--- src/rtl/activity_mode_sequencer_macros.svh ---
`ifndef ACTIVITY_MODE_SEQUENCER_MACROS_SVH
`define ACTIVITY_MODE_SEQUENCER_MACROS_SVH

// Property that must hold in the same cycle as its antecedent.
`define AMS_ASSERT_IMPL(name, ante, cons, msg) \
    name: assert property (@(posedge i_clk) disable iff (!i_rst_n) (ante) |-> (cons)) \
        else $error(msg);

// Property that must hold in the cycle after its antecedent.
`define AMS_ASSERT_NEXT(name, ante, cons, msg) \
    name: assert property (@(posedge i_clk) disable iff (!i_rst_n) (ante) |=> (cons)) \
        else $error(msg);

`endif

--- src/rtl/ams_pkg.sv ---
package ams_pkg;

    typedef struct packed {
        logic               command;
        logic signed [23:0] rate_x;
        logic signed [23:0] rate_y;
        logic signed [23:0] rate_z;
        logic [15:0]        step_ms;
        logic [2:0]         new_activity;
    } t_in_item;

    typedef struct packed {
        logic [1:0]  activity;
        logic [31:0] elapsed_ms;
        logic        advanced;
        logic        exit_met;
    } t_out_item;

    typedef struct packed {
        logic [25:0] threshold;
        logic [1:0]  cmp;
        logic [2:0]  sig;
        logic        en;
    } t_slot;

    typedef struct packed {
        t_slot slot1;
        t_slot slot0;
    } t_rule;

    typedef struct packed {
        logic [3:0] grouping;
        logic       seq_on;
        logic       auto_adv;
    } t_ctrl;

    typedef struct packed {
        logic        command;
        logic [2:0]  new_activity;
        logic [15:0] step_ms;
        logic [23:0] abs_x;
        logic [23:0] abs_y;
        logic [23:0] abs_z;
        logic [47:0] sq_x;
        logic [47:0] sq_y;
        logic [47:0] sq_z;
    } t_front;

    typedef enum logic [2:0] {
        SIG_MAG     = 3'd0,
        SIG_ABS_X   = 3'd1,
        SIG_ABS_Y   = 3'd2,
        SIG_ABS_Z   = 3'd3,
        SIG_ELAPSED = 3'd4
    } t_sig;

    typedef enum logic [1:0] {
        CMP_LT = 2'd0,
        CMP_LE = 2'd1,
        CMP_GT = 2'd2,
        CMP_GE = 2'd3
    } t_cmp;

    localparam logic CMD_TICK = 1'b0;
    localparam logic CMD_SET  = 1'b1;

    localparam logic [2:0] CFG_GROUPING = 3'd4;
    localparam logic [2:0] CFG_SEQ_ON   = 3'd5;
    localparam logic [2:0] CFG_AUTO     = 3'd6;

    localparam t_rule RULE_RESET [4] = '{
        64'd20993,
        64'd1920057,
        64'd360369232250937,
        64'd7680057
    };

    function automatic logic [51:0] thr_sq_f(input logic [25:0] thr);
        logic [51:0] prod;
        prod = 52'(thr) * 52'(thr);
        return prod;
    endfunction

    function automatic logic slot_holds(
        input t_slot       s,
        input logic [51:0] thr_sq,
        input logic [47:0] mag_sq,
        input logic [23:0] ax,
        input logic [23:0] ay,
        input logic [23:0] az,
        input logic [31:0] elapsed
    );
        logic [51:0] val;
        logic [51:0] thr;
        logic        known;
        logic        res;
        val   = '0;
        thr   = 52'(s.threshold);
        known = 1'b1;
        res   = 1'b0;
        case (s.sig)
            SIG_MAG: begin
                val = 52'(mag_sq);
                thr = thr_sq;
            end
            SIG_ABS_X:   val = 52'(ax);
            SIG_ABS_Y:   val = 52'(ay);
            SIG_ABS_Z:   val = 52'(az);
            SIG_ELAPSED: val = 52'(elapsed);
            default:     known = 1'b0;
        endcase
        case (s.cmp)
            CMP_LT:  res = (val < thr);
            CMP_LE:  res = (val <= thr);
            CMP_GT:  res = (val > thr);
            CMP_GE:  res = (val >= thr);
            default: res = 1'b0;
        endcase
        return s.en && known && res;
    endfunction

endpackage

--- src/rtl/ams_front.sv ---
module ams_front
    import ams_pkg::*;
(
    input  logic     i_clk,
    input  logic     i_rst_n,
    input  logic     i_valid,
    output logic     o_ready,
    input  t_in_item i_data,
    output logic     o_valid,
    output t_front   o_data,
    input  logic     i_take
);

    logic   r_vld;
    t_front r_data;
    t_front n_data;

    function automatic logic [23:0] abs24(input logic [23:0] v);
        return v[23] ? (~v + 24'd1) : v;
    endfunction

    always_comb begin
        n_data              = '0;
        n_data.command      = i_data.command;
        n_data.new_activity = i_data.new_activity;
        n_data.step_ms      = i_data.step_ms;
        n_data.abs_x        = abs24(i_data.rate_x);
        n_data.abs_y        = abs24(i_data.rate_y);
        n_data.abs_z        = abs24(i_data.rate_z);
        n_data.sq_x         = 48'(n_data.abs_x) * 48'(n_data.abs_x);
        n_data.sq_y         = 48'(n_data.abs_y) * 48'(n_data.abs_y);
        n_data.sq_z         = 48'(n_data.abs_z) * 48'(n_data.abs_z);
    end

    assign o_ready = !r_vld || i_take;

    always_ff @(posedge i_clk) begin
        if (!i_rst_n) begin
            r_vld <= 1'b0;
        end else if (i_valid && o_ready) begin
            r_vld <= 1'b1;
        end else if (i_take) begin
            r_vld <= 1'b0;
        end
    end

    always_ff @(posedge i_clk) begin
        if (i_valid && o_ready) begin
            r_data <= n_data;
        end
    end

    assign o_valid = r_vld;
    assign o_data  = r_data;

endmodule

--- config.mk ---
export PLATFORM = sky130hd
export DESIGN_NAME = ams_front
export DESIGN_NICKNAME = d
export VERILOG_FILES = /design/src/rtl/activity_mode_sequencer_macros.svh /design/src/rtl/ams_pkg.sv /design/src/rtl/ams_front.sv
export SDC_FILE = /design/constraint.sdc
export NUM_CORES = 2
export LEC_CHECK = 0
export BUFFER_PORTS_ARGS = -buffer_cell sky130_fd_sc_hd__buf_2
export CAP_MARGIN = 20
export CELL_PAD_IN_SITES_DETAIL_PLACEMENT = 0
export CELL_PAD_IN_SITES_GLOBAL_PLACEMENT = 1
export CORE_ASPECT_RATIO = 1.2
export CORE_MARGIN = 4
export CORE_UTILIZATION = 55
export DETAILED_ROUTE_END_ITERATION = 7
export GPL_TIMING_DRIVEN = 0
export PLACE_DENSITY_LB_ADDON = 0.25
export SETUP_SLACK_MARGIN = 0.1
export SYNTH_ARGS = -nofsm -noshare
export SYNTH_HDL_FRONTEND = slang
export SYNTH_SLANG_ARGS = --single-unit
--- constraint.sdc ---
create_clock -name i_clk -period 15.65 [get_ports i_clk]
set_input_delay 1.565 -clock i_clk [delete_from_list [all_inputs] [get_ports i_clk]]
set_output_delay 1.565 -clock i_clk [all_outputs]
set_load 0.02 [all_outputs]
### After elaboration in Yosys (flattened, before gate mapping)

Index checks and enable logic that the tools add are counted.
W data, S select, Z words.

* memory bits (writable): 0
* memories: 0
* input port bits: 96
* bits in read-only memories: 0
* output and inout port bits: 238
* latch bits: 0
* bits in registers: 237

* div/mod/pow operators: 0
* muxes and demuxes: 5
* bitwise gates (word level): 3
* $lt $le $gt $ge: 0
* multiply operators: 3
* $add $sub $neg: 3
* shifts and indexed selects: 0
* equality and inequality tests: 0
* reductions and logical operators: 4

Operators by type and width (number)
* $mul A24 B24 Y48: 3
* $add A24 B1 Y24 const B: 3
* $mux W24: 3
* $not A24 Y24: 3
* $mux W1: 2
* $reduce_bool A2 Y1: 1
* $logic_and A1 B1 Y1: 1
* $logic_not A1 Y1: 1
* $logic_or A1 B1 Y1: 1

### Longest topological paths before layout

* depth after elaboration: 4
* depth in mapped cells: 38

### Least setup slack after synthesis

Ideal clock, no wire load.

* kind: input to register
* from: in i_data[43] (netlist bit)
* to: reg r_data (netlist bit o_data[92]), data pin
* buffers on the path: 4
* setup slack: 4835 ps
* stages: 37
* data required time: 15387 ps
* setup time: 263 ps
* arrival time: 10552 ps
* path through: clkbuf_1 inv_1 clkbuf_1 ha_1 nand2b_1 or4_1 nor2_1 nand2_1 o41ai_1 nand2_1 xnor2_1 inv_1 clkbuf_1 nand2_1 fa_1 inv_1 fa_1 fa_1 inv_1 fa_1 inv_1 fa_1 fa_1 inv_1 fa_1 inv_1 ha_1 clkbuf_1 a21oi_1 o21ai_0 a311oi_1 o221ai_1 o41ai_1 o211ai_1 a21o_1 a21boi_0 mux2i_1

RTL lines
* start: declaration: RTL line ams_front.sv:8 `input t_in_item i_data,`
* end signal: assignment: RTL line ams_front.sv:49 `r_data <= n_data;`
* end: declaration: RTL line ams_front.sv:15 `t_front r_data;`

==> summary.txt <==
Timing
  – TNS Setup: 0 ns
  – Worst rel slew slack: 18.4%
  – Final Setup Violations: 0
  – Final period demand of the worst path: 13.94 ns
  – Least-Margin Pin Slew: 1.22 ns
  – Top achievable clock speed: 0.0717 GHz
  – Worst clock skew: 0.0283 ns
  – Final Hold Fails: 0
  – Fraction of the cycle the final worst path needs: 89.1%
  – Setup repair after global routing missed its margin: no
  – Final max-slew violation count: 0

Setup path
  – Worst path max stage delay: 0.95 ns
  – Startpoint Class: input port
  – Worst setup path class: input port to flip-flop
  – Top cell by count, worst path: sky130_fd_sc_hd__fa_1
  – Data arrival time of the critical path: 14.29 ns
  – Crit-path max FO: 10
  – Critical path capture point type: flip-flop
  – Data required time at the worst endpoint: 16.00 ns
  – Cell type of the slowest stage on the worst timing path: sky130_fd_sc_hd__xor2_1

Job
  – Maximum Capacitance Violations: 0

Floorplan
  – Initial core utilization: 55.5%
  – Io pins: 334
  – Num rows: 127
  – Standard cell core area: 100000 um2
  – Die Width: 298 um
  – Full die area: 106000 um2
  – Die height: 356 um

Clocking
  – # Post-CTS Setup Buffers: 0
  – Number of sinks on the clock net: 231
  – Clock tree from TritonCTS: done
  – Clock tree root buffer cell: sky130_fd_sc_hd__clkbuf_16
  – Clock slew at reported path FFs: 0.06 ns
  – Clock latency of the later-clocked register in the worst-skew pair: 0.65 ns
  – Clock buffer count from CTS: 28
  – Count of instances resized after the clock tree is built: 0
  – Clock tree buffer depth: 3
  – Number of levels in the clock H-tree: 1
  – # hold bufs at CTS: 0

Final layout
  – Area Overhead vs Synth: 8.42%
  – Area of all placed cells without fillers: 60300 um2
  – Net count, final: 8055
  – Share of layout cells above drive strength 1: 7.06%
  – Post-route insts no fill: 7493

Detailed routing
  – Pre-Repair DR Iteration Count: 6
  – Routed WL: 154 mm
  – Total vias in the final route: 39.8k
  – Routed vias/inst: 5.31
  – Number of antenna-violating nets in the routed design: 0
  – 1st-iter DRT viols: 2386
  – Routed wire length per instance: 20.6 um
  – Residual DRC: 0

Synth
  – Top FF cell, synth: sky130_fd_sc_hd__edfxtp_1
  – Most common cell in the netlist: sky130_fd_sc_hd__inv_1
  – Number of different library cells in the post-synthesis netlist: 73
  – Number of synthesized flops with an enable pin: 230
  – Biggest area contributors in the synthesized netlist: sky130_fd_sc_hd__fa_1 (46%), sky130_fd_sc_hd__edfxtp_1 (12%), sky130_fd_sc_hd__inv_1 (12%)
  – Async SR Flop Fraction: 0%
  – Yosys reg bits: 231
  – Fraction of the yosys area taken by sequential cells: 12.5%
  – Yosys synthesis warning count: 0
  – Commonest cells in the synthesized netlist: sky130_fd_sc_hd__inv_1 (1767), sky130_fd_sc_hd__fa_1 (1270), sky130_fd_sc_hd__nand2_1 (547)
  – Area of the mapped netlist: 55600 um2
  – Mean cell area of the mapped netlist: 9.68 um2
  – Synthesized instance count: 5743
  – Library cell with the largest summed area after synthesis: sky130_fd_sc_hd__fa_1
  – Top cell type's share of synthesized area: 45.7%

Placement
  – PortBufs: 330
  – Placed cell area: 59300 um2
  – Global placement routability congestion: 0.962
  – Post-Place Cells: 7439
  – HPWL Detailed: 130 mm

GRT
  – Number of antenna violations at the first check in global routing: 0
  – Global-route wire length before repair: 244 mm
  – Total routing resource utilization after global routing: 30.0%
  – Largest net degree at the start of global routing: 66
  – Total grt overflow: 0
  – Via count of the first global-routing pass: 43.6k

Hold path
  – Path category of the worst min-delay check: flip-flop to flip-flop

Outcome
  – Result of the run: finished, final reports clean
routing by layer:
layer | vias to the layer above | GRT usage (%) | part of all wire (%)
li1 | 17800 | - | -
met1 | 20200 | 36.6 | 37
met2 | 1318 | 53.3 | 51
met3 | 365 | 3.98 | 6.4
met4 | 0 | 13.6 | 5.5
met5 | - | 0 | 0
layout by cell type, fill, tap and decap left out, drive strengths merged, types with 19 or more instances in the layout:
master | netlist | final
nand3 | 26 | 26
fa | 1270 | 1270
edfxtp | 230 | 230
conb | 2 | 54
a21o | 66 | 66
o21bai | 22 | 22
and3 | 19 | 19
xnor2 | 134 | 134
ha | 507 | 507
a21oi | 138 | 138
clkinv | 19 | 28
inv | 1773 | 1775
buf | 16 | 373
nand2 | 549 | 549
o21a | 20 | 20
xor2 | 77 | 77
nand4 | 26 | 26
nor2 | 391 | 391
clkbuf | 129 | 159
o21ai | 81 | 81
critical path, delay by kind of cell:
family                   cells  cell delay, ns
adder cells (fa/ha/maj)      9            4.44
buffers and inverters        7            2.43
AO/OA/AOI/OAI                6            2.43
AND/OR/NAND/NOR              9            2.31
XOR/XNOR                     2            1.10
stage by stage:
step	utilization [%]	setup WS [ns]	hold WS (ns)
after floorplan	-	4.83	0.750
after global placement	59.0	1.31	0.499
after detailed placement	59.3	1.31	0.535
after CTS	60.2	1.94	0.544
after global routing	60.2	1.24	0.593
final	60.2	1.71	0.537
cell type report:
type | count | area, um2
multi-input combinational | 3627 | 41600
antenna | 1 | 2.50
inverter | 1792 | 6730
buffer | 145 | 568
tap | 1290 | 1610
fill | 8855 | 39900
clock inverter | 20 | 195
timing repair buffer | 357 | 1940
sequential | 231 | 6930
clock buffer | 30 | 708
logic make-up (layout without fill, tap and decap cells):
| group | after synthesis | in the layout | synth area share, % |
|---|---|---|---|
| AOI/OAI and AO/OA | 463 | 463 | 5.39 |
| xor gates and xnor gates | 211 | 211 | 3.34 |
| adders and majority gates | 1777 | 1777 | 57.2 |
| buffers and inverters | 1937 | 2344 | 13.1 |
| DFF | 231 | 231 | 12.5 |
| muxes | 4 | 4 | 0.0765 |
| other | 2 | 55 | 0.0135 |
| and+or+nand+nor | 1118 | 1118 | 8.43 |
state kept, by name (all words and copies together) (netlist names):
register  flops
o_data      230
o_valid       1
path summary, 6_finish.rpt:
| path | from | end | slack (ns) | cells after the start |
|---|---|---|---|---|
| max reg2reg | o_valid | o_data[143] | 13.49 | 4 |
| min reg2reg | o_valid | o_valid | 0.54 | 2 |
| min | o_valid | o_valid | 0.54 | 2 |
| max | i_data[43] | o_data[94] | 1.71 | 33 |
Power is left out: the tool's default activity adds up to more than one toggle a clock period on the data nets, which glitch-free logic cannot reach.
