$ cat src/rtl/activity_mode_sequencer_macros.svh
`ifndef ACTIVITY_MODE_SEQUENCER_MACROS_SVH
`define ACTIVITY_MODE_SEQUENCER_MACROS_SVH

// Property that must hold in the same cycle as its antecedent.
`define AMS_ASSERT_IMPL(name, ante, cons, msg) \
    name: assert property (@(posedge i_clk) disable iff (!i_rst_n) (ante) |-> (cons)) \
        else $error(msg);

// Property that must hold in the cycle after its antecedent.
`define AMS_ASSERT_NEXT(name, ante, cons, msg) \
    name: assert property (@(posedge i_clk) disable iff (!i_rst_n) (ante) |=> (cons)) \
        else $error(msg);

`endif

$ cat src/rtl/ams_pkg.sv
package ams_pkg;

    typedef struct packed {
        logic               command;
        logic signed [23:0] rate_x;
        logic signed [23:0] rate_y;
        logic signed [23:0] rate_z;
        logic [15:0]        step_ms;
        logic [2:0]         new_activity;
    } t_in_item;

    typedef struct packed {
        logic [1:0]  activity;
        logic [31:0] elapsed_ms;
        logic        advanced;
        logic        exit_met;
    } t_out_item;

    typedef struct packed {
        logic [25:0] threshold;
        logic [1:0]  cmp;
        logic [2:0]  sig;
        logic        en;
    } t_slot;

    typedef struct packed {
        t_slot slot1;
        t_slot slot0;
    } t_rule;

    typedef struct packed {
        logic [3:0] grouping;
        logic       seq_on;
        logic       auto_adv;
    } t_ctrl;

    typedef struct packed {
        logic        command;
        logic [2:0]  new_activity;
        logic [15:0] step_ms;
        logic [23:0] abs_x;
        logic [23:0] abs_y;
        logic [23:0] abs_z;
        logic [47:0] sq_x;
        logic [47:0] sq_y;
        logic [47:0] sq_z;
    } t_front;

    typedef enum logic [2:0] {
        SIG_MAG     = 3'd0,
        SIG_ABS_X   = 3'd1,
        SIG_ABS_Y   = 3'd2,
        SIG_ABS_Z   = 3'd3,
        SIG_ELAPSED = 3'd4
    } t_sig;

    typedef enum logic [1:0] {
        CMP_LT = 2'd0,
        CMP_LE = 2'd1,
        CMP_GT = 2'd2,
        CMP_GE = 2'd3
    } t_cmp;

    localparam logic CMD_TICK = 1'b0;
    localparam logic CMD_SET  = 1'b1;

    localparam logic [2:0] CFG_GROUPING = 3'd4;
    localparam logic [2:0] CFG_SEQ_ON   = 3'd5;
    localparam logic [2:0] CFG_AUTO     = 3'd6;

    localparam t_rule RULE_RESET [4] = '{
        64'd20993,
        64'd1920057,
        64'd360369232250937,
        64'd7680057
    };

    function automatic logic [51:0] thr_sq_f(input logic [25:0] thr);
        logic [51:0] prod;
        prod = 52'(thr) * 52'(thr);
        return prod;
    endfunction

    function automatic logic slot_holds(
        input t_slot       s,
        input logic [51:0] thr_sq,
        input logic [47:0] mag_sq,
        input logic [23:0] ax,
        input logic [23:0] ay,
        input logic [23:0] az,
        input logic [31:0] elapsed
    );
        logic [51:0] val;
        logic [51:0] thr;
        logic        known;
        logic        res;
        val   = '0;
        thr   = 52'(s.threshold);
        known = 1'b1;
        res   = 1'b0;
        case (s.sig)
            SIG_MAG: begin
                val = 52'(mag_sq);
                thr = thr_sq;
            end
            SIG_ABS_X:   val = 52'(ax);
            SIG_ABS_Y:   val = 52'(ay);
            SIG_ABS_Z:   val = 52'(az);
            SIG_ELAPSED: val = 52'(elapsed);
            default:     known = 1'b0;
        endcase
        case (s.cmp)
            CMP_LT:  res = (val < thr);
            CMP_LE:  res = (val <= thr);
            CMP_GT:  res = (val > thr);
            CMP_GE:  res = (val >= thr);
            default: res = 1'b0;
        endcase
        return s.en && known && res;
    endfunction

endpackage

$ cat src/rtl/ams_cfg.sv
module ams_cfg
    import ams_pkg::*;
#(
    parameter int NUM_ACTIVITIES = 4
) (
    input  logic        i_clk,
    input  logic        i_rst_n,
    input  logic        i_we,
    input  logic [2:0]  i_index,
    input  logic [63:0] i_data,
    output t_rule       o_rules  [NUM_ACTIVITIES],
    output logic [51:0] o_thr_sq [NUM_ACTIVITIES][2],
    output t_ctrl       o_ctrl
);

    localparam int IDX_W = (NUM_ACTIVITIES > 2) ? 2 : 1;

    t_rule       r_rules  [NUM_ACTIVITIES];
    logic [51:0] r_thr_sq [NUM_ACTIVITIES][2];
    t_ctrl       r_ctrl;
    t_rule       w_wr_rule;

    assign w_wr_rule = t_rule'(i_data);

    always_ff @(posedge i_clk) begin
        if (!i_rst_n) begin
            for (int a = 0; a < NUM_ACTIVITIES; a++) begin
                r_rules[IDX_W'(a)]     <= RULE_RESET[2'(a)];
                r_thr_sq[IDX_W'(a)][0] <= thr_sq_f(RULE_RESET[2'(a)].slot0.threshold);
                r_thr_sq[IDX_W'(a)][1] <= thr_sq_f(RULE_RESET[2'(a)].slot1.threshold);
            end
            r_ctrl <= '0;
        end else if (i_we) begin
            if (i_index < 3'(NUM_ACTIVITIES)) begin
                r_rules[i_index[IDX_W-1:0]]     <= w_wr_rule;
                r_thr_sq[i_index[IDX_W-1:0]][0] <= thr_sq_f(w_wr_rule.slot0.threshold);
                r_thr_sq[i_index[IDX_W-1:0]][1] <= thr_sq_f(w_wr_rule.slot1.threshold);
            end else begin
                case (i_index)
                    CFG_GROUPING: r_ctrl.grouping <= i_data[3:0];
                    CFG_SEQ_ON:   r_ctrl.seq_on   <= i_data[0];
                    CFG_AUTO:     r_ctrl.auto_adv <= i_data[0];
                    default:      ;
                endcase
            end
        end
    end

    assign o_rules  = r_rules;
    assign o_thr_sq = r_thr_sq;
    assign o_ctrl   = r_ctrl;

endmodule

$ cat config.mk
export PLATFORM = sky130hd
export DESIGN_NAME = ams_cfg
export DESIGN_NICKNAME = d
export VERILOG_FILES = /design/src/rtl/activity_mode_sequencer_macros.svh /design/src/rtl/ams_pkg.sv /design/src/rtl/ams_cfg.sv
export SDC_FILE = /design/constraint.sdc
export NUM_CORES = 2
export LEC_CHECK = 0
export ABC_AREA = 1
export BUFFER_PORTS_ARGS = -buffer_cell sky130_fd_sc_hd__buf_2
export CAP_MARGIN = 20
export CORE_MARGIN = 3
export CORE_UTILIZATION = 61
export DETAILED_ROUTE_END_ITERATION = 10
export PLACE_DENSITY = 0.83
export SLEW_MARGIN = 5
export SYNTH_ARGS = -nofsm -noshare
export SYNTH_HDL_FRONTEND = slang
export SYNTH_SLANG_ARGS = --single-unit
$ cat constraint.sdc
create_clock -name i_clk -period 11.01 [get_ports i_clk]
set_input_delay 1.101 -clock i_clk [delete_from_list [all_inputs] [get_ports i_clk]]
set_output_delay 1.101 -clock i_clk [all_outputs]
set_load 0.05 [all_outputs]
---- Word-level counts from Yosys, hierarchy flattened ----
Cells that the tools add are included.
W data, S select, Z words.
word-level totals
  flip-flop bits (word level) ............. 678
  input port bits ......................... 70
  output and inout port bits .............. 678
  word-level logic and storage cells ...... 68
cells by class
  $mul .................................... 2
  magnitude comparators ................... 3
  equality and inequality tests ........... 3
  multiplexer cells ....................... 9
  bitwise operators ....................... 2
  reduce and logical (&&, ||, !) cells .... 6
operators by type and width
  operator              count
  $bwmux W416           2
  $demux W104 S2        2
  $bwmux W256           1
  $demux W64 S2         1
  $mul A26 B26 Y52      2
  $mux W104             1
  $mux W64              1
  $mux W52              1
  $reduce_and A3 Y1     4
  $eq A3 B3 Y1 const B  3
  $ge A3 B3 Y1 const B  1
  $lt A3 B1 Y1 const B  1
  $lt A3 B3 Y1 const B  1
  $not A2 Y3            1
  $reduce_and A2 Y1     1
  $logic_and A1 B1 Y1   1
  $not A1 Y1            1

---- Longest topological paths before layout ----
  word-level depth ........................ 7
  gate-level depth with buffers ........... 32
  gate-level depth less buffers ........... 30

---- Worst setup path before layout ----
No wires, ideal clock.
  path kind ............................... input-to-reg
  start point ............................. input port i_index[1]
  end point ............................... register r_rules (netlist bit o_rules[100]), enable pin
  arrival time ............................ 8.546 ns
  required time ........................... 10.318 ns
  path slack .............................. 1.772 ns
  stages on the path ...................... 5
  cell sequence ........................... inv_1 -> nor2_1 -> clkinv_1 -> clkbuf_1 -> nor2_1
on the way
  word-level cells in the longest chain between the ends .. 2
ends and longest elaborated chain
  item                                line           RTL
  from (decl)                         ams_cfg.sv:9   input logic [2:0] i_index,
  $lt A3 B3 Y1                        ams_cfg.sv:34  if (i_index < 3'(NUM_ACTIVITIES)) begin
  $reduce_and A3 Y1 (no source line)  n/a
  to (signal, indexed assignment)     ams_cfg.sv:28  r_rules[IDX_W'(a)] <= RULE_RESET[2'(a)];
  to (signal, indexed assignment)     ams_cfg.sv:35  r_rules[i_index[IDX_W-1:0]] <= w_wr_rule;
  to (decl)                           ams_cfg.sv:18  t_rule r_rules [NUM_ACTIVITIES];
Every way passes these cells.
A chain may end at the register's enable or synchronous reset.

---- Final worst setup path ----
  start point ............................. input port i_data[41]
  end point ............................... register r_thr_sq (netlist bit o_thr_sq[24]) (data pin)
on the way
  word-level cells in the longest chain between the ends .. 2
ends and longest elaborated chain
  item                             line           RTL
  from (decl)                      ams_cfg.sv:10  input logic [63:0] i_data,
  $mul A26 B26 Y52                 ams_pkg.sv:80  prod = 52'(thr) * 52'(thr);
  $bwmux W416                      ams_cfg.sv:37  r_thr_sq[i_index[IDX_W-1:0]][1] <= thr_sq_f(w_wr_rule.slot1.threshold);
  to (signal, indexed assignment)  ams_cfg.sv:30  r_thr_sq[IDX_W'(a)][1] <= thr_sq_f(RULE_RESET[2'(a)].slot1.threshold);
  to (signal, indexed assignment)  ams_cfg.sv:36  r_thr_sq[i_index[IDX_W-1:0]][0] <= thr_sq_f(w_wr_rule.slot0.threshold);
  to (signal, indexed assignment)  ams_cfg.sv:37
  to (decl)                        ams_cfg.sv:19  logic [51:0] r_thr_sq [NUM_ACTIVITIES][2];
Every way passes these cells.

==> out/metrics.cfg <==
[outcome]
outcome=finished clean

[timing]
period_needed_ns=7.55
slew_violations=0
setup-violations-final=0
hold_viol_final=0
min_period_over_period_pct=68.5
rsz0062_at_grt=no
finClkSkew_ns=0
setup_tns_ns=0
slew_headroom_pct=25.4
max_freq_mhz=133
worst_pin_slew_ns=1.12

[die]
io_pins=748
dieWidth_um=333
dieArea_um2=111000
std_cell_rows=119
floorplan.initialDensity_pct=61.7
die_y_um=333
core_um2=106000

[clock_network]
htreeDepth=3
cts_tree=built
cts_setup_buffers=0
holdBufCountCts=0
clk_pin_slew_worst_paths_ns=0.06
clock_latency_ns=0.68
root_buffer=clkbuf_16
cts.sinks=666
clockBufferDepth=3
cts_buffers=72
ctsResizeCount=0

[yosys]
async_reset_ff_share_pct=0
syn-cell-area_um2=65200
yosys.cell_types.count=38
synth.avg_cell_area_um2=8.41
synth-seq-cells=666
syn_inst=7752
yosys.area.top_type=fa_1
yosysTopAreaCellShare_pct=31.5
yosys-top-cells-area=fa_1, edfxtp_1, inv_1
synth-seq-area-share_pct=25.5
yosysWarnings=0
synth_ff_type=dfxtp_1
synth_edf_count=330

[cells_and_area]
nNetsFinal=9805
drive_gt1_share_pct=12.1
syn2layout_area_growth_pct=10.8
nFillCells=8220

[worst_setup_path]
critPathArrivalTime_ns=7.93
crit_path_end_kind=flop
critPathLaunchType=primary input
crit_fanout=30
crit_required_ns=11.39
crit_type=in2reg

[drt]
routedWlPerCell_um=20.7
via_per_inst=5.37
drc=0
drtIter0Drc=4913
dr.pass1.iters=7
finalWirelength_mm=202
postRouteAntennaNets=0
dr_total_vias=52400

[hold_path]
min_path_type=reg2reg

[flow_run]
drv_cap=0

[global_route]
grt_max_degree=95
grt_use_total_pct=37.0
grt_pass1_vias=56000
overflow=0
antenna_found_initial=13
grt_pass1_wl_mm=314

[placed_design]
gp_congestion=0.998
port_buffers=739
dp.final_hpwl_mm=158

-- layer usage --
metal / global-route usage [%] / up-vias / wire [um]
met2: 59.4 / 3084 / 92300
met5: 0 / - / 129
met4: 16.3 / 18 / 10400
li1: - / 23400 / -
met3: 10.4 / 646 / 24100
met1: 47.1 / 25300 / 75400
-- critical path, cell delays in order --
cell     delay [ns]
buf_2          0.69
nand2_1        0.26
fa_1           0.60
inv_1          0.07
fa_1           0.51
fa_1           0.56
inv_1          0.06
fa_1           0.50
inv_1          0.05
fa_1           0.50
fa_1           0.50
inv_1          0.05
fa_1           0.48
inv_1          0.04
ha_1           0.39
nand2_1        0.17
inv_1          0.07
nand2_1        0.07
nand2_1        0.07
inv_1          0.06
nand2_1        0.14
inv_1          0.09
nand3_1        0.22
xnor2_1        0.56
nor2_1         0.08
-- registers in the layout, indices dropped and copies added (netlist names) --
name	count
o_rules	256
o_ctrl	6
o_thr_sq	404
-- cells in the mapped netlist (2+ instances only) --
| library cell | n |
|---|---|
| a31o_2 | 8 |
| xnor2_1 | 19 |
| nand3_1 | 179 |
| and2_4 | 7 |
| o21bai_1 | 9 |
| a21oi_1 | 153 |
| o21ai_0 | 188 |
| nand2_2 | 29 |
| nand3_2 | 13 |
| nor2_1 | 643 |
| buf_2 | 35 |
| nor3_2 | 4 |
| nand4_1 | 28 |
| buf_1 | 23 |
| buf_4 | 13 |
| nor2_4 | 6 |
| dfxtp_1 | 336 |
| fa_1 | 1026 |
| or2_2 | 4 |
| a21o_1 | 5 |
| xor2_2 | 4 |
| o211ai_1 | 26 |
| nor4_1 | 6 |
| clkbuf_1 | 214 |
| xor2_1 | 52 |
| inv_1 | 2275 |
| inv_2 | 17 |
| nand2_1 | 1635 |
| a211oi_1 | 2 |
| nor3_1 | 6 |
| edfxtp_1 | 330 |
| o21ai_1 | 4 |
| and2_1 | 19 |
| nor2_2 | 40 |
| ha_1 | 391 |
-- kinds of logic (layout without fill, tap and decap cells) --
logic type,Yosys count,count (layout),share of synthesized area [%]
AO/OA/AOI/OAI,396,396,3.25
XOR/XNOR,75,75,1.05
adder cells (fa/ha/maj),1417,1417,39.0
buffers and inverters,2578,3197,15.0
flip-flops,666,666,25.5
other,1,13,0.00575
AND/OR/NAND/NOR,2619,2619,16.2
-- layout make-up --
cell class | instances | area [um^2] | share of cell area, %
multi-input combinational | 4515 | 38900 | 53.8
sequential | 666 | 16600 | 23.0
inverter | 2293 | 8610 | 11.9
timing repair buffer | 770 | 3940 | 5.45
clock buffer | 102 | 1990 | 2.75
tap | 1391 | 1740 | 2.41
clock inverter | 32 | 442 | 0.612
antenna | 5 | 12.5 | 0.0173
-- path summary, 6_finish.rpt --
check,slack [ns],startpoint,end,cells after the start
max reg2reg,10.17,o_thr_sq[378],o_thr_sq[378],4
max,3.46,i_data[41],o_thr_sq[24],25
min reg2reg,0.46,o_rules[132],o_rules[132],2
min,0.46,o_rules[132],o_rules[132],2
-- layout by cell type (no fill, tap or decap), types with 13 or more instances in the layout --
| cell type | instances |
|---|---|
| nor2_1 | 641 |
| inv_2 | 15 |
| dfxtp_1 | 336 |
| a21oi_1 | 153 |
| clkbuf_16 | 74 |
| buf_4 | 31 |
| nand2_2 | 30 |
| nand3_1 | 179 |
| nand2_1 | 1634 |
| nand3_2 | 13 |
| clkbuf_1 | 25 |
| edfxtp_1 | 330 |
| o211ai_1 | 26 |
| inv_1 | 2274 |
| and2_1 | 19 |
| buf_2 | 738 |
| o21ai_0 | 188 |
| nor2_2 | 39 |
| nand4_1 | 28 |
| fa_1 | 1026 |
| xor2_1 | 52 |
| ha_1 | 391 |
| xnor2_1 | 19 |
-- through the flow --
step | cells | worst slack (ns) | hold slack (ns) | cell area (um^2) | util, %
finish | 9774 | 3.46 | 0.459 | 72200 | 68.3
global route | 9769 | 3.22 | 0.491 | 72200 | 68.3
CTS | 9769 | 3.57 | 0.459 | 72200 | 68.3
detailed placement | 9635 | 2.88 | 0.444 | 69800 | 66.0
global placement | 9635 | 2.95 | 0.436 | 69800 | 66.0
floorplan | 7759 | 1.77 | 0.685 | 65200 | -
Power is not shown: default switching activity piles up to over one toggle a cycle in this logic, so the estimate is an artifact.
