[config.mk]
export PLATFORM = sky130hd
export DESIGN_NAME = ams_core
export DESIGN_NICKNAME = d
export VERILOG_FILES = /design/src/rtl/activity_mode_sequencer_macros.svh /design/src/rtl/ams_pkg.sv /design/src/rtl/ams_core.sv
export SDC_FILE = /design/constraint.sdc
export NUM_CORES = 1
export LEC_CHECK = 0
export BUFFER_PORTS_ARGS = -buffer_cell sky130_fd_sc_hd__buf_4
export CAP_MARGIN = 30
export CORE_AREA = 5 5 372 374
export CTS_CLUSTER_SIZE = 30
export DETAILED_ROUTE_END_ITERATION = 6
export DIE_AREA = 0 0 377 379
export GPL_ROUTABILITY_DRIVEN = 0
export GPL_TIMING_DRIVEN = 1
export SLEW_MARGIN = 20
export SYNTH_ARGS = -nofsm -noshare
export SYNTH_HDL_FRONTEND = slang
export SYNTH_SLANG_ARGS = --single-unit
[constraint.sdc]
create_clock -name i_clk -period 11.9 [get_ports i_clk]
set_clock_uncertainty 0.15 [all_clocks]
set_input_delay 2.38 -clock i_clk [delete_from_list [all_inputs] [get_ports i_clk]]
set_output_delay 2.38 -clock i_clk [all_outputs]
set_load 0.005 [all_outputs]
[src/rtl/activity_mode_sequencer_macros.svh]
`ifndef ACTIVITY_MODE_SEQUENCER_MACROS_SVH
`define ACTIVITY_MODE_SEQUENCER_MACROS_SVH

// Property that must hold in the same cycle as its antecedent.
`define AMS_ASSERT_IMPL(name, ante, cons, msg) \
    name: assert property (@(posedge i_clk) disable iff (!i_rst_n) (ante) |-> (cons)) \
        else $error(msg);

// Property that must hold in the cycle after its antecedent.
`define AMS_ASSERT_NEXT(name, ante, cons, msg) \
    name: assert property (@(posedge i_clk) disable iff (!i_rst_n) (ante) |=> (cons)) \
        else $error(msg);

`endif

[src/rtl/ams_pkg.sv]
package ams_pkg;

    typedef struct packed {
        logic               command;
        logic signed [23:0] rate_x;
        logic signed [23:0] rate_y;
        logic signed [23:0] rate_z;
        logic [15:0]        step_ms;
        logic [2:0]         new_activity;
    } t_in_item;

    typedef struct packed {
        logic [1:0]  activity;
        logic [31:0] elapsed_ms;
        logic        advanced;
        logic        exit_met;
    } t_out_item;

    typedef struct packed {
        logic [25:0] threshold;
        logic [1:0]  cmp;
        logic [2:0]  sig;
        logic        en;
    } t_slot;

    typedef struct packed {
        t_slot slot1;
        t_slot slot0;
    } t_rule;

    typedef struct packed {
        logic [3:0] grouping;
        logic       seq_on;
        logic       auto_adv;
    } t_ctrl;

    typedef struct packed {
        logic        command;
        logic [2:0]  new_activity;
        logic [15:0] step_ms;
        logic [23:0] abs_x;
        logic [23:0] abs_y;
        logic [23:0] abs_z;
        logic [47:0] sq_x;
        logic [47:0] sq_y;
        logic [47:0] sq_z;
    } t_front;

    typedef enum logic [2:0] {
        SIG_MAG     = 3'd0,
        SIG_ABS_X   = 3'd1,
        SIG_ABS_Y   = 3'd2,
        SIG_ABS_Z   = 3'd3,
        SIG_ELAPSED = 3'd4
    } t_sig;

    typedef enum logic [1:0] {
        CMP_LT = 2'd0,
        CMP_LE = 2'd1,
        CMP_GT = 2'd2,
        CMP_GE = 2'd3
    } t_cmp;

    localparam logic CMD_TICK = 1'b0;
    localparam logic CMD_SET  = 1'b1;

    localparam logic [2:0] CFG_GROUPING = 3'd4;
    localparam logic [2:0] CFG_SEQ_ON   = 3'd5;
    localparam logic [2:0] CFG_AUTO     = 3'd6;

    localparam t_rule RULE_RESET [4] = '{
        64'd20993,
        64'd1920057,
        64'd360369232250937,
        64'd7680057
    };

    function automatic logic [51:0] thr_sq_f(input logic [25:0] thr);
        logic [51:0] prod;
        prod = 52'(thr) * 52'(thr);
        return prod;
    endfunction

    function automatic logic slot_holds(
        input t_slot       s,
        input logic [51:0] thr_sq,
        input logic [47:0] mag_sq,
        input logic [23:0] ax,
        input logic [23:0] ay,
        input logic [23:0] az,
        input logic [31:0] elapsed
    );
        logic [51:0] val;
        logic [51:0] thr;
        logic        known;
        logic        res;
        val   = '0;
        thr   = 52'(s.threshold);
        known = 1'b1;
        res   = 1'b0;
        case (s.sig)
            SIG_MAG: begin
                val = 52'(mag_sq);
                thr = thr_sq;
            end
            SIG_ABS_X:   val = 52'(ax);
            SIG_ABS_Y:   val = 52'(ay);
            SIG_ABS_Z:   val = 52'(az);
            SIG_ELAPSED: val = 52'(elapsed);
            default:     known = 1'b0;
        endcase
        case (s.cmp)
            CMP_LT:  res = (val < thr);
            CMP_LE:  res = (val <= thr);
            CMP_GT:  res = (val > thr);
            CMP_GE:  res = (val >= thr);
            default: res = 1'b0;
        endcase
        return s.en && known && res;
    endfunction

endpackage

[src/rtl/ams_core.sv]
module ams_core
    import ams_pkg::*;
#(
    parameter int NUM_ACTIVITIES = 4
) (
    input  logic        i_clk,
    input  logic        i_rst_n,
    input  logic        i_valid,
    input  t_front      i_data,
    output logic        o_take,
    input  t_rule       i_rules  [NUM_ACTIVITIES],
    input  logic [51:0] i_thr_sq [NUM_ACTIVITIES][2],
    input  t_ctrl       i_ctrl,
    output logic        o_out_valid,
    input  logic        i_out_ready,
    output t_out_item   o_out_data
);

    localparam int         IDX_W    = (NUM_ACTIVITIES > 2) ? 2 : 1;
    localparam logic [1:0] LAST_ACT = 2'(NUM_ACTIVITIES - 1);

    logic        r_out_vld;
    t_out_item   r_out;
    logic [1:0]  r_act;
    logic [31:0] r_elapsed;

    logic [1:0]  n_act;
    logic [31:0] n_elapsed;
    t_out_item   n_out;

    logic [32:0] w_sum_el;
    logic [31:0] w_el_add;
    logic [47:0] w_mag_sq;
    t_rule       w_rule;
    logic        w_h0;
    logic        w_h1;
    logic        w_rule_ok;

    assign o_take = !r_out_vld || i_out_ready;

    always_comb begin
        w_sum_el  = {1'b0, r_elapsed} + 33'(i_data.step_ms);
        w_el_add  = w_sum_el[32] ? '1 : w_sum_el[31:0];
        w_mag_sq  = i_data.sq_x + i_data.sq_y + i_data.sq_z;
        w_rule    = i_rules[r_act[IDX_W-1:0]];
        w_h0      = slot_holds(w_rule.slot0, i_thr_sq[r_act[IDX_W-1:0]][0], w_mag_sq,
                               i_data.abs_x, i_data.abs_y, i_data.abs_z, w_el_add);
        w_h1      = slot_holds(w_rule.slot1, i_thr_sq[r_act[IDX_W-1:0]][1], w_mag_sq,
                               i_data.abs_x, i_data.abs_y, i_data.abs_z, w_el_add);
        if (i_ctrl.grouping[r_act]) begin
            w_rule_ok = w_h0 || w_h1;
        end else begin
            w_rule_ok = (w_rule.slot0.en || w_rule.slot1.en)
                        && (!w_rule.slot0.en || w_h0) && (!w_rule.slot1.en || w_h1);
        end

        n_act     = r_act;
        n_elapsed = r_elapsed;
        n_out     = '0;
        if (i_data.command == CMD_SET) begin
            if (i_data.new_activity < 3'(NUM_ACTIVITIES)) begin
                n_act     = i_data.new_activity[1:0];
                n_elapsed = '0;
            end
        end else if (i_ctrl.seq_on) begin
            n_elapsed = w_el_add;
            if (i_ctrl.auto_adv && w_rule_ok) begin
                n_out.advanced = 1'b1;
                n_out.exit_met = 1'b1;
                n_act          = (r_act == LAST_ACT) ? 2'd0 : r_act + 2'd1;
                n_elapsed      = '0;
            end
        end
        n_out.activity   = n_act;
        n_out.elapsed_ms = n_elapsed;
    end

    always_ff @(posedge i_clk) begin
        if (!i_rst_n) begin
            r_out_vld <= 1'b0;
            r_act     <= '0;
            r_elapsed <= '0;
        end else if (i_valid && o_take) begin
            r_out_vld <= 1'b1;
            r_act     <= n_act;
            r_elapsed <= n_elapsed;
        end else if (i_out_ready) begin
            r_out_vld <= 1'b0;
        end
    end

    always_ff @(posedge i_clk) begin
        if (i_valid && o_take) begin
            r_out <= n_out;
        end
    end

    assign o_out_valid = r_out_vld;
    assign o_out_data  = r_out;

endmodule

======== Word-level counts from Yosys, hierarchy flattened ========
Cells that the tools add are included.
cells by class
  $add $sub $neg .......................... 4
  magnitude comparators ................... 11
  eq/ne operators ......................... 15
  multiplexer cells ....................... 30
  bitwise gates (word level) .............. 2
  reductions and logical operators ........ 24
operators with widths
  kind                                                             number
  48-bit case mux with 5 select lines                              2
  104-bit binary-select mux with 2-bit select                      1
  104-bit 2-to-1 mux                                               2
  32-bit 2-to-1 mux                                                5
  64-bit binary-select mux with 2-bit select                       1
  64-bit 2-to-1 mux                                                2
  52-bit greater-or-equal comparator                               2
  52-bit greater-than comparator                                   2
  52-bit less-or-equal comparator                                  2
  52-bit < comparator                                              2
  52-bit 2-to-1 mux                                                2
  48-bit adder                                                     2
  32-bit by 16-bit adder with 33-bit output                        1
  3-bit by 2-bit == test with 1-bit output, second input constant  4
  2-bit 2-to-1 mux                                                 6
  2-bit == test, second input constant                             5
  5-bit OR reduction                                               2
  1-bit logical AND                                                8
  1-bit case mux with 4 select lines                               2
  3-bit by 1-bit == test with 1-bit output, second input constant  2
  3-bit == test, second input constant                             2
  3-bit logical NOT                                                2
  1-bit 2-to-1 mux                                                 6
  1-bit logical OR                                                 5
  other kinds (12)                                                 16
storage, ports and cells
  flip-flop bits (word level) ............. 71
  bits of input ports ..................... 918
  output and inout bits ................... 38
  word-level logic and storage cells ...... 93

======== Logic depth before layout (Yosys ltp) ========
  depth after elaboration ................. 17
  depth in mapped cells ................... 26
  depth with buffers taken out ............ 24

======== Least setup slack after synthesis ========
Ideal clock, no wire load.
  path type ............................... input to register
  start point ............................. input i_data[1] (netlist bit)
  end point ............................... register r_elapsed[27]
  setup time .............................. 128 ps
  arrival ................................. 7,817 ps
  required time ........................... 11,622 ps
  slack ................................... 3,805 ps
  stages .................................. 26
  buffers on the path ..................... 2
  cell sequence ........................... fa_1 ha_1 fa_1 a21o_1 nand4_1 a21oi_1 o211ai_1 a31oi_1 o21a_1 o21ai_0 or4b_2 o311a_1 o22ai_1 ha_1 nand4_1 nor3_1 a221oi_1 a41oi_1 or3_1 o211a_1 a311oi_1 a311o_1 or2_1 buf_2 buf_6 o21ai_2
on the way
  cells in the longest elaborated chain, start to end .. 13
  elaborated cells on any way between the ends .. 25
  those cells by class .................... 1 x add/sub; 8 x order compare; 8 x mux; 8 x reduce/logical
RTL lines
  item                                                        RTL line        RTL
  from (decl)                                                 ams_core.sv:9   input t_front i_data,
  48-bit adder (*)                                            ams_core.sv:44  w_mag_sq = i_data.sq_x + i_data.sq_y + i_data.sq_z;
  48-bit case mux with 5 select lines                         ams_pkg.sv:101  case (s.sig)
  52-bit greater-or-equal comparator (tied with other cells)  ams_pkg.sv:116  CMP_GE: res = (val >= thr);
  1-bit case mux with 4 select lines                          ams_pkg.sv:112  case (s.cmp)
  1-bit logical AND                                           ams_pkg.sv:119  return s.en && known && res;
  1-bit logical OR                                            ams_core.sv:54  && (!w_rule.slot0.en || w_h0) && (!w_rule.slot1.en || w_h1);
  1-bit logical AND (2 in a row)                              ams_core.sv:54
  1-bit 2-to-1 mux (*)                                        ams_core.sv:50  if (i_ctrl.grouping[r_act]) begin
  1-bit logical AND (*)                                       ams_core.sv:67  if (i_ctrl.auto_adv && w_rule_ok) begin
  32-bit 2-to-1 mux (*)                                       ams_core.sv:67
  32-bit 2-to-1 mux (*)                                       ams_core.sv:65  end else if (i_ctrl.seq_on) begin
  32-bit 2-to-1 mux (*)                                       ams_core.sv:60  if (i_data.command == CMD_SET) begin
  to (signal assigned)                                        ams_core.sv:86  r_elapsed <= n_elapsed;
  to (decl)                                                   ams_core.sv:25  logic [31:0] r_elapsed;
Mark *: on every way between the ends. The rest lies on a longest branch, timed or not.
A chain may end at the register's enable or synchronous reset.

======== Final worst setup path ========
  start point ............................. input i_data[1] (netlist bit)
  end point ............................... register r_elapsed[5]
Same word-level chain as after synthesis.

==> results.py <==
metrics = {
    "outcome": {
        "status": "completed",
    },
    "clocking": {
        "cts_root_buf": "clkbuf_16",
        "cts_buffers": 9,
        "tritoncts": "built",
        "hold_buffers": 0,
        "post-cts-setup-buffers": 0,
        "cts_buffer_depth": 2,
        "clk_pin_slew_ns": 0.07,
        "ctsResizeCount": 0,
        "clock-sinks": 70,
        "htreeDepth": 3,
        "worst_skew_pair.late_latency_ns": 0.35,
    },
    "yosys": {
        "postSynth.asyncResetShare_pct": 0,
        "ys_seq_elements": 70,
        "mappedNetlistNets": 2795,
        "synth_area_leaders": "mux4_2, ha_1, edfxtp_1",
        "netlist_area_um2": 16100,
        "synth_top_area_cell": "mux4_2",
        "synthCells": 1669,
        "synth_top_area_share_pct": 28.3,
        "ys.flop_type": "edfxtp_1",
        "synth.avg_cell_area_um2": 9.68,
        "synth.distinct_cells": 76,
        "seq_area_frac_synth_pct": 10.8,
        "yosysWarnings": 0,
        "synth-edff-count": 35,
    },
    "grt": {
        "antenna_found_initial": 164,
        "met2_usage_pct": 33.1,
        "grt_first_pass_wirelength_mm": 188,
        "met3_usage_pct": 9.44,
        "met1_usage_pct": 23.6,
        "busiest_layer": "met2",
        "grt_pass1_vias": 19800,
        "grtUsageTotal_pct": 19.9,
        "gr-total-overflow": 0,
        "grt_max_degree": 76,
    },
    "sta": {
        "rsz0062_at_grt": "false",
        "worst_pin_slew_ns": 1.00,
        "setup_viol": 0,
        "tns_ns": 0,
        "fmax_ghz": 0.0984,
        "hold_violations": 0,
        "period_share_pct": 85.4,
        "fin_crit_ns": 10.16,
        "slew_violations": 0,
        "timing.max_slew.rel_slack_pct": 32.3,
    },
    "power_and_ir_drop": {
        "switching_share_pct": 47.2,
        "p_per_area_nw_per_um2": 85.6,
        "switchingPower_mw": 1.05,
        "combPwrFrac_pct": 73.6,
        "p_clk_share_pct": 13.7,
        "seqPwrFrac_pct": 12.7,
        "p_leak_nw": 10.9,
        "internal-power_mw": 1.18,
        "peakVddDrop_uv": 76.4,
    },
    "layout": {
        "area_growth_pct": 61.0,
        "final_cell_mix": "buf_4, nand2_1, mux4_2",
        "fin_util_pct": 19.3,
        "fill_cells": 14900,
        "finalInstanceArea_um2": 26000,
        "register_area_um2": 1760,
        "drive_gt1_share_pct": 49.3,
        "layout_commonest_cell": "buf_4",
        "final_nets": 3707,
        "multi_input_area_um2": 13900,
    },
    "worst_setup_path": {
        "cp-start-kind": "input pin",
        "crit_fanout": 15,
        "crit_path_max_incr_delay_ns": 0.90,
        "worst_path_most_repeated_cell": "a31oi_1",
        "critPathKind": "input pin to register",
        "crit_required_ns": 11.97,
        "end_kind": "register",
        "crit_buf_inv": 2,
        "critPathArrivalTime_ns": 10.23,
        "cp_top_family": "compound AO/OA/AOI/OAI gates",
        "cp_slowest_cell": "a2111oi_0",
    },
    "floorplanning": {
        "die-height_um": 379,
        "io_pins": 956,
        "placementRows": 135,
        "initial_core_util_pct": 12.0,
        "fp.dieW_um": 377,
        "core_area_um2": 135000,
        "die_area_um2": 143000,
    },
    "route": {
        "viasPerCell": 4.47,
        "drc_errors": 0,
        "wl_mm": 151,
        "routed-via-count": 19800,
        "drt_first_pass_iters": 5,
        "ant_nets": 0,
        "wl_per_cell_um": 34.2,
        "drt_iter0_markers": 2046,
    },
    "hold_path": {
        "hold_class": "register to register",
    },
    "job": {
        "cap_violations": 0,
    },
    "placed_design": {
        "hpwl_mm": 137,
        "place_area_um2": 25500,
        "io_buffers": 955,
    },
}
==> flip-flops by register name, summed over array words and instances, names as in the netlist <==
| register | count |
|---|---|
| r_elapsed | 32 |
| o_out_valid | 1 |
| o_out_data | 35 |
| r_act | 2 |
==> power groups by stage <==
stage               clock network [mW]  registers [mW]  logic [mW]
global placement                     0           0.288        1.62
finish                           0.305           0.283        1.64
global route                     0.318           0.284        1.77
floorplan                            0           0.278       0.850
detailed placement                   0           0.288        1.65
CTS                              0.312           0.283        1.66
==> kinds of logic after synthesis <==
kind of cell               synth area share, %
AOI/OAI and AO/OA                         17.3
xor gates and xnor gates                  2.98
adders and majority gates                 18.4
buffers and inverters                     3.29
DFF                                       10.8
muxes                                     32.9
and+or+nand+nor                           14.3
==> cells in the mapped netlist (all sizes together) (5+ instances only) <==
library cell / number
mux2: 10
o21ai: 143
edfxtp: 35
a22o: 10
nand4: 35
mux2i: 63
o21a: 10
buf: 32
nor2b: 10
xnor2: 39
o21bai: 13
a21oi: 117
a21o: 45
or2: 9
or3: 12
a211oi: 5
nor4: 15
nand2: 217
fa: 49
and2: 5
nor3b: 11
mux4: 203
dfxtp: 35
and3: 10
xor2: 16
and4: 6
inv: 34
nor2: 84
ha: 159
o211ai: 11
a221oi: 6
nand3: 25
a31oi: 11
o22ai: 15
nand2b: 11
nor3: 24
clkbuf: 67
==> worst paths after layout <==
check                                                 from  slack [ns]  depth (start not counted)                         end
worst min-delay path            r_elapsed[15]$_SDFFE_PN0P_        0.33                          2  r_elapsed[15]$_SDFFE_PN0P_
worst max register to register   r_elapsed[0]$_SDFFE_PN0P_        3.83                         24   r_elapsed[5]$_SDFFE_PN0P_
worst min register to register  r_elapsed[15]$_SDFFE_PN0P_        0.33                          2  r_elapsed[15]$_SDFFE_PN0P_
worst max-delay path                             i_data[1]        1.74                         25   r_elapsed[5]$_SDFFE_PN0P_
==> area by class of cell <==
| class | instances | area share (%) |
|---|---|---|
| flip-flops and latches | 70 | 6.77 |
| diodes | 51 | 0.491 |
| clock buffers | 9 | 0.866 |
| repair buffers | 1000 | 28.9 |
| clock inverters | 7 | 0.395 |
| well taps | 1781 | 8.57 |
| inverters | 34 | 0.491 |
| multi-input cells | 1466 | 53.5 |
==> through the flow <==
| step | setup WS, ns | std cells | hold slack, ns | total power [mW] |
|---|---|---|---|---|
| 2_1_floorplan | 3.81 | 1669 | 0.301 | 1.13 |
| 3_3_place_gp | 1.56 | 4341 | 0.321 | 1.91 |
| 3_5_place_dp | 1.46 | 4347 | 0.323 | 1.94 |
| 4_1_cts | 1.80 | 4363 | 0.332 | 2.25 |
| 5_1_grt | 1.20 | 4385 | 0.350 | 2.38 |
| 6_report | 1.74 | 4418 | 0.334 | 2.23 |
==> routing by layer <==
metal	up-vias	share of wire (%)
met2	1197	47
met3	260	12
li1	8497	-
met4	88	2.3
met1	9710	39
met5	-	0.36
==> worst reg2reg max path, cell delays in order (launching register included) <==
cell and delay [ns]:
dfxtp_1 0.35, ha_1 0.21, fa_1 0.23, a21o_1 0.13, a21oi_1 0.11, o21ai_0 0.27
a41oi_1 0.28, o211a_1 0.35, a21o_1 0.30, nor3_2 0.76, buf_4 0.32, a21oi_1 0.11
o21ai_0 0.83, ha_1 0.39, a21oi_1 0.16, o211ai_1 0.17, a21oi_1 0.36, a21oi_1 0.16
or3_1 0.35, o211a_1 0.26, a311oi_1 0.27, a311o_1 0.30, or2_1 0.72, buf_4 0.33
o21ai_0 0.08
(Power assumes the default switching activity.)
